File: config.mk
export PLATFORM = sky130hd
export DESIGN_NAME = kci_div
export DESIGN_NICKNAME = d
export VERILOG_FILES = /design/src/sv/kci_pkg.sv /design/src/sv/kci_div.sv
export SDC_FILE = /design/constraint.sdc
export NUM_CORES = 2
export LEC_CHECK = 0
export BUFFER_PORTS_ARGS = -buffer_cell sky130_fd_sc_hd__buf_2
export CORE_AREA = 2 2 403 405
export CTS_BUF_LIST = sky130_fd_sc_hd__clkbuf_4 sky130_fd_sc_hd__clkbuf_8
export CTS_CLUSTER_SIZE = 40
export DETAILED_ROUTE_END_ITERATION = 7
export DIE_AREA = 0 0 405 407
export HOLD_SLACK_MARGIN = 0.02
export PLACE_DENSITY = 0.8
export SLEW_MARGIN = 20
export SYNTH_ARGS = -nofsm -noshare
export SYNTH_HDL_FRONTEND = slang
export SYNTH_SLANG_ARGS = --single-unit
File: constraint.sdc
create_clock -name clk -period 4.8 [get_ports clk]
set_clock_uncertainty 0.05 [all_clocks]
set_input_delay 0 -clock clk [delete_from_list [all_inputs] [get_ports clk]]
set_output_delay 0 -clock clk [all_outputs]
set_load 0.05 [all_outputs]
File: src/sv/kci_pkg.sv
`timescale 1ns / 1ps
// ----------------------------------------------------------------------------
// kci_pkg
// Shared types and constants of the keyframe curve interpolator.
// ----------------------------------------------------------------------------
package kci_pkg;

  localparam int VALUE_WIDTH_DEF       = 32;
  localparam int TIME_WIDTH_DEF        = 24;
  localparam int COS_TABLE_ENTRIES_DEF = 256;

  // Fraction bits of the Q0.16 weight and of the Q16.16 values.
  localparam int FRAC_BITS = 16;
  // Weight of one, Q0.16, needs one extra bit.
  localparam int WEIGHT_BITS = FRAC_BITS + 1;
  localparam logic [WEIGHT_BITS-1:0] ONE_Q16 = WEIGHT_BITS'(1 << FRAC_BITS);

  // Pi in Q2.32 for the table build.
  localparam longint unsigned PI_Q32 = 64'd13493037705;

  typedef enum logic [2:0] {
    MODE_HOLD   = 3'd0,
    MODE_LINEAR = 3'd1,
    MODE_FAST   = 3'd2,
    MODE_SLOW   = 3'd3,
    MODE_SMOOTH = 3'd4
  } mode_t;

endpackage

File: src/sv/kci_div.sv
`timescale 1ns / 1ps
// ----------------------------------------------------------------------------
// kci_div
// Pipelined restoring divider: t = pos * 2^16 / dur, one quotient bit a stage.
// ----------------------------------------------------------------------------
module kci_div #(
  parameter int VALUE_WIDTH = kci_pkg::VALUE_WIDTH_DEF,
  parameter int TIME_WIDTH  = kci_pkg::TIME_WIDTH_DEF
) (
  input  logic                                 clk,
  input  logic                                 rst,
  input  logic                                 en,
  input  logic                                 in_valid,
  input  logic [2:0]                           in_mode,
  input  logic signed [VALUE_WIDTH-1:0]        in_start,
  input  logic signed [VALUE_WIDTH-1:0]        in_end,
  input  logic [TIME_WIDTH-1:0]                in_dur,
  input  logic [TIME_WIDTH-1:0]                in_pos,
  input  logic                                 in_err,
  output logic                                 out_valid,
  output logic [kci_pkg::WEIGHT_BITS-1:0]      out_t,
  output logic [2:0]                           out_mode,
  output logic signed [VALUE_WIDTH-1:0]        out_start,
  output logic signed [VALUE_WIDTH-1:0]        out_end,
  output logic                                 out_err
);

  localparam int QB = kci_pkg::WEIGHT_BITS;

  logic                          v     [0:QB];
  logic [QB-1:0]                 q     [0:QB];
  logic [TIME_WIDTH-1:0]         rem   [0:QB];
  logic [TIME_WIDTH-1:0]         dur   [0:QB];
  logic [2:0]                    mode  [0:QB];
  logic signed [VALUE_WIDTH-1:0] start [0:QB];
  logic signed [VALUE_WIDTH-1:0] endv  [0:QB];
  logic                          err   [0:QB];

  assign v[0]     = in_valid;
  assign q[0]     = '0;
  assign rem[0]   = in_pos;
  assign dur[0]   = in_dur;
  assign mode[0]  = in_mode;
  assign start[0] = in_start;
  assign endv[0]  = in_end;
  assign err[0]   = in_err;

  for (genvar j = 0; j < QB; j++) begin : g_stage
    logic [TIME_WIDTH:0] cand;
    logic                ge;

    // The first stage compares the position itself, later stages the doubled remainder.
    if (j == 0) begin : g_first
      assign cand = {1'b0, rem[j]};
    end else begin : g_next
      assign cand = {rem[j], 1'b0};
    end
    assign ge = cand >= {1'b0, dur[j]};

    always_ff @(posedge clk) begin
      if (rst) begin
        v[j+1] <= 1'b0;
      end else if (en) begin
        v[j+1] <= v[j];
      end
    end

    always_ff @(posedge clk) begin
      if (en) begin
        rem[j+1]   <= ge ? TIME_WIDTH'(cand - {1'b0, dur[j]}) : cand[TIME_WIDTH-1:0];
        q[j+1]     <= {q[j][QB-2:0], ge};
        dur[j+1]   <= dur[j];
        mode[j+1]  <= mode[j];
        start[j+1] <= start[j];
        endv[j+1]  <= endv[j];
        err[j+1]   <= err[j];
      end
    end
  end

  assign out_valid = v[QB];
  assign out_t     = q[QB];
  assign out_mode  = mode[QB];
  assign out_start = start[QB];
  assign out_end   = endv[QB];
  assign out_err   = err[QB];

`ifndef SYNTH
  a_t_range: assert property (@(posedge clk) disable iff (rst)
    (out_valid && !out_err) |-> (out_t <= kci_pkg::ONE_Q16))
    else $error("quotient above one");
`endif

endmodule

# Word-level counts from Yosys, hierarchy flattened
# Cells that the tools add are included.
# classes
addsub,16
magnitude_cmp,17
muxes,16
# ops
cell,n
25-bit by 24-bit >= comparator with 1-bit output,16
24-bit two-way mux,16
24-bit subtractor,16
24-bit >= comparator,1
# totals
reg_bits,2094
in_bits,120
word_cells,198

# Depth between registers and ports, before layout
# logic_depth
ltp_word,2
mapped_depth,15
depth_no_buf,13

# Least setup slack after synthesis
# Ideal clock, no wire load.
# synth_path
path_kind,register to register
startpoint,register dur[169] (netlist bit)
endpoint,register rem (netlist bit g_stage[11].cand[10]) (data pin)
setup_ns,0.260
arrival_ns,3.010
t_required_ns,4.490
slack_ns,1.480
path_stages_with_launch,14
path_buffers,1
path_cell_list,edfxtp_1 > inv_1 > ha_1 > nor2b_1 > o31a_2 > o2111ai_1 > a21oi_1 > a2bb2oi_2 > a31oi_4 > o31ai_2 > a41o_1 > a41oi_4 > buf_6 > mux2_2
# synth_between
elab_chain_len,2
word_cells_on_any_way,3
classes_between,1 x add/sub; 1 x order compare; 1 x mux
# synth_lines
element,line_no,rtl
start: declaration,kci_div.sv:33,logic [TIME_WIDTH-1:0] dur [0:QB];
start signal: indexed assignment,kci_div.sv:72,dur[j+1] <= dur[j];
24-bit subtractor / 25-bit by 24-bit >= comparator with 1-bit output (equally long branches),"kci_div.sv:70, kci_div.sv:58",
24-bit two-way mux (*),kci_div.sv:70,"rem[j+1] <= ge ? TIME_WIDTH'(cand - {1'b0, dur[j]}) : cand[TIME_WIDTH-1:0];"
end signal: indexed assignment,kci_div.sv:70,
end: declaration,kci_div.sv:32,logic [TIME_WIDTH-1:0] rem [0:QB];
# Every way passes the cells marked *; elsewhere a longest branch is shown, timed or not.
# A chain may end at the register's enable or synchronous reset.

# Worst setup path in the final report
# layout_path
startpoint,input port in_dur[0]
endpoint,register rem (netlist bit g_stage[1].cand[10]) (data pin)
# layout_between
elab_chain_len,2
word_cells_on_any_way,3
classes_between,1 x add/sub; 1 x order compare; 1 x mux
# layout_lines
element,line_no,rtl
start: declaration,kci_div.sv:17,"input logic [TIME_WIDTH-1:0] in_dur,"
24-bit subtractor / 24-bit >= comparator (equally long branches),"kci_div.sv:70, kci_div.sv:58",
24-bit two-way mux (*),kci_div.sv:70,
# Marks and branches as above.

==> impl_metrics.json <==
{
  "status": "finished, violations left",
  "violations": "negative setup slack",
  "dieArea_um2": 165000,
  "grt_max_degree": 154,
  "die_w_um": 405,
  "rsz0062_at_grt": "false",
  "wl_per_cell_um": 17.2,
  "yosysWarnings": 0,
  "power_leakage_nw": 38.9,
  "port_buffers": 205,
  "finalMaxSlewViolations": 0,
  "hold_violations": 0,
  "clk_pin_slew_ns": 0.06,
  "final_common_cell": "edfxtp_1",
  "finalCritPeriodShare_pct": 100,
  "dr_wl_met3_mm": 7.04,
  "grt.overflow.total": 0,
  "relSlewSlack_pct": 29.8,
  "ant_nets": 0,
  "postSynthCellCount": 5836,
  "boundaryPins": 206,
  "clock-root-buffer": "clkbuf_8",
  "critical_path.max_fanout": 49,
  "fin_setup_tns_ns": -0.00168,
  "synth_fp_nets": 6379,
  "synthArstFlopShare_pct": 0,
  "dr.pass1.iters": 6,
  "drt-met1-wl_mm": 58.6,
  "start_util_pct": 54.8,
  "clk_path_buf_depth": 4,
  "final_cell_mix": "edfxtp_1, inv_1, ha_1",
  "drv_cap": 0,
  "hpwl_mm": 97.8,
  "cp_data_required_time_ns": 5.51,
  "nFillCells": 11200,
  "drc": 0,
  "timing.critical_path.max_delay_family": "buffers and inverters",
  "critical_path_buf_inv_count": 6,
  "dr_total_vias": 47500,
  "dp_cells": 8089,
  "grt_usage_pct": 18.9,
  "regArea_um2": 62700,
  "slowest_delay_ns": 0.61,
  "powerDensity_nw_per_um2": 573,
  "top_layer": "met4",
  "die_h_um": 407,
  "cts.sinks": 2094,
  "fmax_mhz": 208,
  "worstSetupEndpointType": "flop",
  "cts_buffers": 342,
  "finalNonFillerCells": 8969,
  "synth_edf_count": 2077,
  "post-route-util_pct": 62.9,
  "rows": 147,
  "drt_iter0_markers": 3409,
  "path_class": "in2reg",
  "layout_setup_ws_ns": -0.00168,
  "crit_top_cell": "dlygate4sd3_1",
  "path_cells": "dlygate4sd3_1, buf_2, dlygate4sd3_1, ha_1, fa_1, nor2b_1, o21ai_1, and3_1, nor3_1, or3_1, a41oi_2, a21oi_1, o41ai_4, buf_6, nand2_1, dlygate4sd3_1, o21ai_0, dlygate4sd3_1",
  "critPathArrivalTime_ns": 5.51,
  "nNetsFinal": 7109,
  "synth_seq_cells": 2094,
  "antenna_found_initial": 3,
  "postCtsSetupBuffers": 0,
  "worstSetupStartpointType": "input pin",
  "synth_ff_type": "edfxtp_1",
  "yosysSeqAreaShare_pct": 71.4,
  "tightest_slew_ns": 1.03,
  "netlist-cell-type-count": 99,
  "netlist_area_um2": 87900,
  "gp_congestion": 0.999,
  "cts_tree": "built",
  "insertion_delay_ns": 1.04,
  "grt_pass1_vias": 49300,
  "hp-class": "in2reg",
  "fp.coreArea_um2": 160000,
  "viasPerCell": 5.29,
  "multi_input_area_um2": 22200,
  "ir_drop_mv": 0.392,
  "drive_above_1_share_pct": 14.2,
  "setup_viol": 1,
  "h-tree-depth": 5,
  "crit_slowest_cell": "dlygate4sd3_1",
  "synth.avg_cell_area_um2": 15.1,
  "period_needed_ns": 4.80,
  "met2WireLength_mm": 81.0,
  "area_growth_pct": 14.7,
  "grt_pass1_wl_mm": 247,
  "wl_mm": 154
}
area by class of cell:
type	instances	area share (%)
clock buffers	450	5.51
inverters	514	1.91
diodes	5	0.0124
clock inverters	132	0.940
flip-flops and latches	2094	62.2
well taps	2160	2.68
multi-input cells	3057	22.1
repair buffers	557	4.62
what timing repair did:
| action | CTS | global route |
|---|---|---|
| endpoints found under the setup margin | 0 | 8 |
| resized for setup | 0 | 1 |
| hold buffers | 293 | 0 |
| endpoints found under the hold margin | 1961 | 0 |
layer usage:
| metal | up-vias | track usage [%] |
|---|---|---|
| li1 | 23200 | - |
| met1 | 22500 | 20.4 |
| met2 | 1303 | 34.4 |
| met3 | 467 | 3.91 |
| met4 | 0 | 10.4 |
| met5 | - | 0 |
flip-flops by register name (all words and copies together), names as in the netlist:
name / count
out_mode: 3
out_valid: 1
endv: 512
out_start: 32
start: 512
out_end: 32
out_err: 1
out_t: 17
mode: 48
dur: 384
err: 16
q: 136
v: 16
g_stage.cand: 384
worst paths after layout:
| kind | cells after the start | slack [ns] | to | startpoint |
|---|---|---|---|---|
| setup / recovery | 18 | -0.002 | g_stage[1].cand[10] | in_dur[0] |
| hold / removal | 2 | 0.10 | start[508] | en |
| setup reg to reg | 12 | 0.91 | g_stage[5].cand[7] | g_stage[4].cand[2] |
| hold reg to reg | 0 | 0.32 | start[345] | start[377] |
kinds of logic (layout without fill, tap and decap cells):
group                    count (synthesis)  after routing  share of synthesized area [%]
other                                    0              5                              0
adder cells (fa/ha/maj)                423            423                           6.16
XOR/XNOR                               299            299                           2.98
AO/OA/AOI/OAI                         1133           1133                           8.29
flip-flops                            2094           2094                           71.4
AND/OR/NAND/NOR                       1024           1024                           5.53
buffers and inverters                  685           1653                           3.39
multiplexers                           178            178                           2.28
cell usage after synthesis, drive strengths merged (18+ instances only):
library cell     n  area share, %
nand2          318            1.4
ha             407            5.8
o21ai          309            1.8
xnor2          171            1.7
nand3           70           0.40
nor2b           71           0.51
a31oi           35           0.28
buf            118           0.97
a21o           162            1.4
o31ai           32           0.28
a21oi          312            1.8
or3             22           0.16
or2             18           0.13
clkbuf          53           0.23
mux2i           24           0.27
a211oi          26           0.25
o21bai          27           0.23
o21a            63           0.54
nor2           262            1.1
a21boi          23           0.20
and2            24           0.17
xor2           128            1.3
and3            26           0.19
mux2           154            2.0
nand4           59           0.42
inv            514            2.2
nand2b          47           0.33
edfxtp        2077             71
nor3            63           0.36
where the power goes:
group / internal (mW) / switching [mW]
logic: 7.87 / 9.74
clock network: 8.20 / 6.59
registers: 24.0 / 1.33
stage by stage:
stage          cell area, um^2  hold slack [ns]  total power, mW  worst slack [ns]
3_5_place_dp             91300            0.128             42.8             0.901
5_1_grt                 101000           0.0863             61.2            0.0242
2_1_floorplan            87900           0.0489             38.6              1.48
6_report                101000            0.104             57.7          -0.00168
3_3_place_gp             91300            0.127             42.2             0.993
4_1_cts                 101000           0.0226             58.0             0.581
(Power assumes the default switching activity.)
