## src/sv/kci_pkg.sv

```systemverilog
`timescale 1ns / 1ps
// ----------------------------------------------------------------------------
// kci_pkg
// Shared types and constants of the keyframe curve interpolator.
// ----------------------------------------------------------------------------
package kci_pkg;

  localparam int VALUE_WIDTH_DEF       = 32;
  localparam int TIME_WIDTH_DEF        = 24;
  localparam int COS_TABLE_ENTRIES_DEF = 256;

  // Fraction bits of the Q0.16 weight and of the Q16.16 values.
  localparam int FRAC_BITS = 16;
  // Weight of one, Q0.16, needs one extra bit.
  localparam int WEIGHT_BITS = FRAC_BITS + 1;
  localparam logic [WEIGHT_BITS-1:0] ONE_Q16 = WEIGHT_BITS'(1 << FRAC_BITS);

  // Pi in Q2.32 for the table build.
  localparam longint unsigned PI_Q32 = 64'd13493037705;

  typedef enum logic [2:0] {
    MODE_HOLD   = 3'd0,
    MODE_LINEAR = 3'd1,
    MODE_FAST   = 3'd2,
    MODE_SLOW   = 3'd3,
    MODE_SMOOTH = 3'd4
  } mode_t;

endpackage

```

## src/sv/kci_blend.sv

```systemverilog
`timescale 1ns / 1ps
// ----------------------------------------------------------------------------
// kci_blend
// Mixes the two keys: start + floor((end - start) * w / 2^16), saturated.
// ----------------------------------------------------------------------------
module kci_blend #(
  parameter int VALUE_WIDTH = kci_pkg::VALUE_WIDTH_DEF
) (
  input  logic                            clk,
  input  logic                            rst,
  input  logic                            en,
  input  logic                            in_valid,
  input  logic [kci_pkg::WEIGHT_BITS-1:0] in_w,
  input  logic signed [VALUE_WIDTH-1:0]   in_start,
  input  logic signed [VALUE_WIDTH-1:0]   in_end,
  input  logic                            in_err,
  output logic                            out_valid,
  output logic signed [VALUE_WIDTH-1:0]   out_value,
  output logic                            out_err
);

  localparam int WB = kci_pkg::WEIGHT_BITS;
  localparam int FB = kci_pkg::FRAC_BITS;
  localparam int PW = VALUE_WIDTH + 1 + WB + 1;
  localparam logic signed [VALUE_WIDTH+1:0] MaxV = {3'b000, {(VALUE_WIDTH-1){1'b1}}};
  localparam logic signed [VALUE_WIDTH+1:0] MinV = {3'b111, {(VALUE_WIDTH-1){1'b0}}};

  // Stage E: key difference.
  logic                          ve;
  logic signed [VALUE_WIDTH:0]   diff_e;
  logic [WB-1:0]                 w_e;
  logic signed [VALUE_WIDTH-1:0] start_e;
  logic                          err_e;

  always_ff @(posedge clk) begin
    if (rst) begin
      ve <= 1'b0;
    end else if (en) begin
      ve <= in_valid;
    end
  end

  always_ff @(posedge clk) begin
    if (en) begin
      diff_e  <= (VALUE_WIDTH+1)'(in_end) - (VALUE_WIDTH+1)'(in_start);
      w_e     <= in_w;
      start_e <= in_start;
      err_e   <= in_err;
    end
  end

  // Stage P: product. An error beat forces a zero weight so start passes through.
  logic                          vp;
  logic signed [PW-1:0]          prod_p;
  logic signed [VALUE_WIDTH-1:0] start_p;
  logic                          err_p;

  always_ff @(posedge clk) begin
    if (rst) begin
      vp <= 1'b0;
    end else if (en) begin
      vp <= ve;
    end
  end

  always_ff @(posedge clk) begin
    if (en) begin
      prod_p  <= diff_e * $signed({1'b0, (err_e ? WB'(0) : w_e)});
      start_p <= start_e;
      err_p   <= err_e;
    end
  end

  // Stage F: add and clamp into the output register.
  logic signed [VALUE_WIDTH+1:0] sum;

  assign sum = (VALUE_WIDTH+2)'(start_p) + (VALUE_WIDTH+2)'(prod_p >>> FB);

  always_ff @(posedge clk) begin
    if (rst) begin
      out_valid <= 1'b0;
    end else if (en) begin
      out_valid <= vp;
    end
  end

  always_ff @(posedge clk) begin
    if (en) begin
      priority if (sum > MaxV) begin
        out_value <= MaxV[VALUE_WIDTH-1:0];
      end else if (sum < MinV) begin
        out_value <= MinV[VALUE_WIDTH-1:0];
      end else begin
        out_value <= sum[VALUE_WIDTH-1:0];
      end
      out_err <= err_p;
    end
  end

`ifndef SYNTH
  a_err_pass: assert property (@(posedge clk) disable iff (rst)
    (en && vp && err_p) |=> (out_valid && out_err && out_value == $past(start_p)))
    else $error("error beat did not return the start value");
`endif

endmodule

```

## config.mk

```make
export PLATFORM = sky130hd
export DESIGN_NAME = kci_blend
export DESIGN_NICKNAME = d
export VERILOG_FILES = /design/src/sv/kci_pkg.sv /design/src/sv/kci_blend.sv
export SDC_FILE = /design/constraint.sdc
export NUM_CORES = 2
export LEC_CHECK = 0
export BUFFER_PORTS_ARGS = -buffer_cell sky130_fd_sc_hd__clkbuf_2
export CELL_PAD_IN_SITES_DETAIL_PLACEMENT = 1
export CELL_PAD_IN_SITES_GLOBAL_PLACEMENT = 2
export CORE_MARGIN = 5
export CORE_UTILIZATION = 43
export DETAILED_ROUTE_END_ITERATION = 16
export PLACE_DENSITY_LB_ADDON = 0.1
export SYNTH_ARGS = -nofsm -noshare
export SYNTH_HDL_FRONTEND = slang
export SYNTH_SLANG_ARGS = --single-unit
```

## constraint.sdc

```tcl
create_clock -name clk -period 8.6 [get_ports clk]
set_clock_uncertainty 0.05 [all_clocks]
set_input_delay 0.43 -clock clk [delete_from_list [all_inputs] [get_ports clk]]
set_output_delay 0.43 -clock clk [all_outputs]
set_load 0.005 [all_outputs]
```

## Word level (Yosys, flattened, before mapping)

Index checks and enable logic that the tools add are counted.

| storage, ports and cells | value |
|---|---|
| register bits | 202 |
| bits in latches | 0 |
| RAM bits | 0 |
| memory bits (read-only) | 0 |
| memories kept | 0 |

| operators by class | value |
|---|---|
| add/subtract/negate cells | 2 |
| multipliers | 1 |
| div/mod/pow operators | 0 |
| magnitude comparators | 2 |
| equal/unequal tests | 0 |
| shift-type cells | 0 |
| multiplexer cells | 2 |
| bitwise gates (word level) | 0 |
| reduce and logical (&&, ||, !) cells | 0 |

Operators with widths:

| kind | count |
|---|---|
| multiplier 33 x 18 -> 50 bit | 1 |
| adder 32 x 34 -> 34 bit | 1 |
| > comparator 34 x 32 -> 1 bit (second input constant) | 1 |
| less-than comparator 34 x 32 -> 1 bit (second input constant) | 1 |
| subtractor 32 x 32 -> 33 bit | 1 |
| two-way mux 32 bit | 1 |
| two-way mux 17 bit | 1 |

## Longest topological paths before layout

| depth | value |
|---|---|
| depth after elaboration | 3 |
| gate-level depth with buffers | 26 |

## Least setup slack after synthesis

Ideal clock, no wire load.

| timing path | value |
|---|---|
| path kind | register to register |
| from | register err_e |
| to | register prod_p[47], data pin |
| arrival time | 6,496 ps |
| setup slack | 1,796 ps |
| cell stages (with the launch flop) | 24 |
| path buffers | 2 |
| clock period less this slack | 6,804 ps |
| cell sequence | edfxtp_1 clkbuf_1 nor2b_1 clkbuf_1 nand2_1 fa_1 inv_1 fa_1 fa_1 fa_1 fa_1 inv_1 fa_1 inv_1 ha_1 a21oi_1 o211ai_1 o2bb2ai_1 a211oi_1 o31ai_1 a21oi_1 or4_1 a31oi_1 xnor2_1 |

| between the ends | value |
|---|---|
| cells in the longest elaborated chain, start to end | 2 |

RTL lines:

| what | RTL line | source |
|---|---|---|
| start, declared | kci_blend.sv:33 | `logic err_e;` |
| start signal, assigned | kci_blend.sv:48 | `err_e <= in_err;` |
| two-way mux 17 bit | kci_blend.sv:68 | `prod_p <= diff_e * $signed({1'b0, (err_e ? WB'(0) : w_e)});` |
| multiplier 33 x 18 -> 50 bit | kci_blend.sv:68 |  |
| end signal, assigned | kci_blend.sv:68 |  |
| end, declared | kci_blend.sv:54 | `logic signed [PW-1:0] prod_p;` |

Every way passes these cells.
A chain may end at the register's enable or synchronous reset.

## Worst setup path after layout

Ends and elaborated chain as after synthesis.

==> summary.md <==
| Metric | Value |
|---|---|
| Status | `finished clean` |
| Worst min-delay path class | `input port to register` |
| # IOs | `120` |
| Antenna Nets Post-Route | `0` |
| Largest net degree at the start of global routing | `84` |
| Final worst slack | `around 0.68 ns` |
| Later-pin clock latency in the skew report | `0.49 ns` |
| WS Path Type | `register to register` |
| Post-DP HPWL | `66.0 mm` |
| Remaining DRCs | `0` |
| Cell Area, Synth | `roughly 0.028 sq mm` |
| Slew @ Worst Pin | `about 0.95 ns` |
| Die Ht | `267 um` |
| First-pass GRT wire length | `132 mm` |
| CP max-delay cell | `fa_1` |
| Most used cell, CP | `fa_1` |
| Yosys top cell area share | `0.375` |
| H-tree Lvls | `4` |
| Cell variety after synth | `63` |
| Die W | `around 270 um` |
| Setup crit end kind | `register` |
| Buffers on Ports | `119` |
| Area contributors post-synth | `fa_1 (38%), edfxtp_1 (19%), inv_1 (8.5%), ha_1 (7.9%), and2_1 (7.4%)` |
| Vias | `a little under 20,000` |
| Synth warnings | `0` |
| Final Critical Period | `about 7.9 ns` |
| DP Worst Slack | `roughly 0.63 ns` |
| #FFs+latches synth | `186` |
| Tot GR Track Use | `0.240` |
| Worst setup SP type | `register` |
| Crit-path max FO | `18` |
| Post-synth EDFFs | `around 180` |
| CTS Sinks | `186` |
| Final Setup Violations | `0` |
| Clock Path Buffers | `2` |
| Fin Hold WS | `about 0.067 ns` |
| Row count | `94` |
| CP arrival | `between 8 and 9 ns` |
| Fin nets | `~3,700` |
| CP max stage delay | `0.82 ns` |
| DR vias/cell | `5.17` |
| Cell count after synthesis | `2,828` |
| WL final | `between 80 and 90 mm` |
| DR WL/cell | `between 20 and 25 um` |
| Vias in the first global route | `23,400` |
| Initial antenna violation count | `2` |
| Fill cell count | `between 7,000 and 8,000` |
| CTS resizes | `0` |
| Post-CTS Setup Bufs | `0` |
| Setup TNS | `0 ns` |
| Area delta synth->final | `8.46%` |
| CTS tree | `built` |
| Initial Utilization | `0.432` |
| Period Utilization, post-route | `0.921` |
| Fmax | `roughly 130 MHz` |
| Hold Vio Cnt, Final | `0` |
| Post-synth top flop | `edfxtp_1` |
| Share of cells above drive strength 1 | `0.0911` |
| Cell chain of the critical path | `nor2b_2 > buf_4 > nand2_1 > fa_1 > fa_1 > inv_1 > fa_1 > fa_1 > fa_1 > inv_1 > fa_1 > inv_1 > ha_1 > a21o_1 > a21oi_1 > and3_1 > a21oi_1 > or4_1 > a31oi_1 > xnor2_1` |
| Unrepaired setup endpoints after global routing | `no` |
| CTS root buf | `clkbuf_16` |
| Die area | `approximately 0.071 sq mm` |
| Final Slew Violations | `0` |
| Sequential fraction of the synthesis area | `0.196` |
| FFs w/ async S/R, synth | `0` |
| Max cap viols | `0` |
| Num CTS Buffers | `17` |
| Initial DRC Count | `between 800 and 900` |
| Reg clk slew, reported paths | `0.09 ns` |
| Synth Net Count | `approximately 3,600` |
| GRT overflow | `0` |
| Synth Area per Inst | `10.0 sq um` |
| Core footprint | `approximately 0.066 sq mm` |
| Dominant cell type by area after synthesis | `fa_1` |
| DRT Pass-1 Iters | `5` |
| GPL Wtd Cong | `0.830` |
| Hold_buf cts | `0` |
| Slew HR | `0.349` |
| Req. time, crit path | `about 9 ns` |
placed cells by master (no fill, tap or decap), types with 6 or more instances in the layout:
cell       synthesis  layout
nand2b_1           6       6
nor2b_1           30      13
a221o_1            6       6
inv_1            640     640
nand2_1          272     272
o21a_1            18      18
a21o_1            54      54
xnor2_1           61      61
edfxtp_1         183     183
a21oi_1           84      84
and3_1            15      15
nor2_1            48      48
fa_1             531     531
a211oi_1          11      11
clkinv_8           0       6
o21ai_2           31      30
clkbuf_16          0      17
and2_1           334     334
o211ai_1           6       6
xor2_1            37      37
nand4_1           13      13
buf_4              0      57
nor2b_2            0      17
nor3_1            15      15
o21ai_0           30      30
a31oi_1           17      17
ha_1             179     179
o21bai_1          10      10
nand3_1           20      20
clkbuf_2           0     118
flip-flops by register name, indices dropped and copies added, names as in the netlist:
register / count
diff_e: 33
out_value: 32
start_p: 32
out_valid: 1
err_e: 1
start_e: 32
err_p: 1
out_err: 1
ve: 1
w_e: 17
vp: 1
prod_p: 34
final cells by class:
type | instances | area [sq um] | area share
inverters | 640 | 2400 | 0.0782
multi-input cells | 1895 | 20000 | 0.650
well taps | 864 | 1080 | 0.0352
flip-flops and latches | 186 | 5560 | 0.181
repair buffers | 177 | 1050 | 0.0343
clock inverters | 15 | 214 | 0.00697
clock buffers | 17 | 425 | 0.0139
diodes | 1 | 2.50 | 0.0000815
final timing paths:
path / to / startpoint / slack (ns) / cells after the start
hold / removal: w_e[1]$_DFFE_PP_ / in_w[1] / 0.07 / 1
setup / recovery: prod_p[47]$_DFFE_PP_ / err_e$_DFFE_PP_ / 0.68 / 20
setup reg to reg: prod_p[47]$_DFFE_PP_ / err_e$_DFFE_PP_ / 0.68 / 20
hold reg to reg: start_p[6]$_DFFE_PP_ / start_e[6]$_DFFE_PP_ / 0.37 / 0
critical path, delay by kind of cell, from the launching register on:
family / cells / cell delay, ns
AO/OA/AOI/OAI: 4 / 0.90
XOR/XNOR: 1 / 0.10
adder cells (fa/ha/maj): 7 / 3.65
buffers and inverters: 4 / 0.66
flip-flops: 1 / 0.59
AND/OR/NAND/NOR: 4 / 1.67
logic make-up (layout without fill, tap and decap cells):
group	count (synthesis)	count (layout)	synth area share
fa+ha+maj	710	710	0.455
buf+inv	747	849	0.100
other cells	0	1	0
mux	5	5	0.00177
simple gates	769	769	0.141
xor+xnor	98	98	0.0303
flops	186	186	0.196
compound gates	313	313	0.0762
through the flow:
| stage | area (sq um) | utilization | instances |
|---|---|---|---|
| 2_1_floorplan | 28300 | - | 2828 |
| 3_3_place_gp | 30100 | 0.459 | 3762 |
| 3_5_place_dp | 30100 | 0.459 | 3762 |
| 4_1_cts | 30700 | 0.469 | 3794 |
| 5_1_grt | 30700 | 0.469 | 3794 |
| 6_report | 30700 | 0.469 | 3795 |
synthesized netlist by cell type, types with 3 or more instances:
cell type	count
nand3_1	20
a41oi_1	3
buf_6	4
nand4_1	13
o22ai_1	4
nor2_1	48
nor2b_1	30
o31ai_1	5
o21bai_1	10
a31oi_1	17
nand2b_1	6
dfxtp_1	3
a311oi_1	3
xor2_1	37
a21oi_1	84
nor3b_1	3
and2_1	334
ha_1	179
inv_1	640
nor3_1	15
edfxtp_1	183
mux2i_1	5
buf_2	4
xnor2_1	61
o21ai_2	31
clkbuf_1	98
a211o_1	4
nand2_1	272
o21ai_0	30
a21o_1	54
o21ai_1	3
or4_1	3
o21a_1	18
and3_1	15
a211oi_1	11
a221o_1	6
fa_1	531
o211ai_1	6
or2_2	3
routing by layer:
metal / share of wire / up-vias / wire length (um) / global-route usage
met4: 0.029 / 2 / 2320 / 0.0678
li1: - / 8877 / - / -
met3: 0.023 / 99 / 1860 / 0.0227
met1: 0.39 / 10400 / 31900 / 0.283
met5: 0.00015 / - / 12 / 0
met2: 0.56 / 273 / 45000 / 0.463
Power is not shown: default switching activity piles up to over one toggle a cycle in this logic, so the estimate is an artifact.
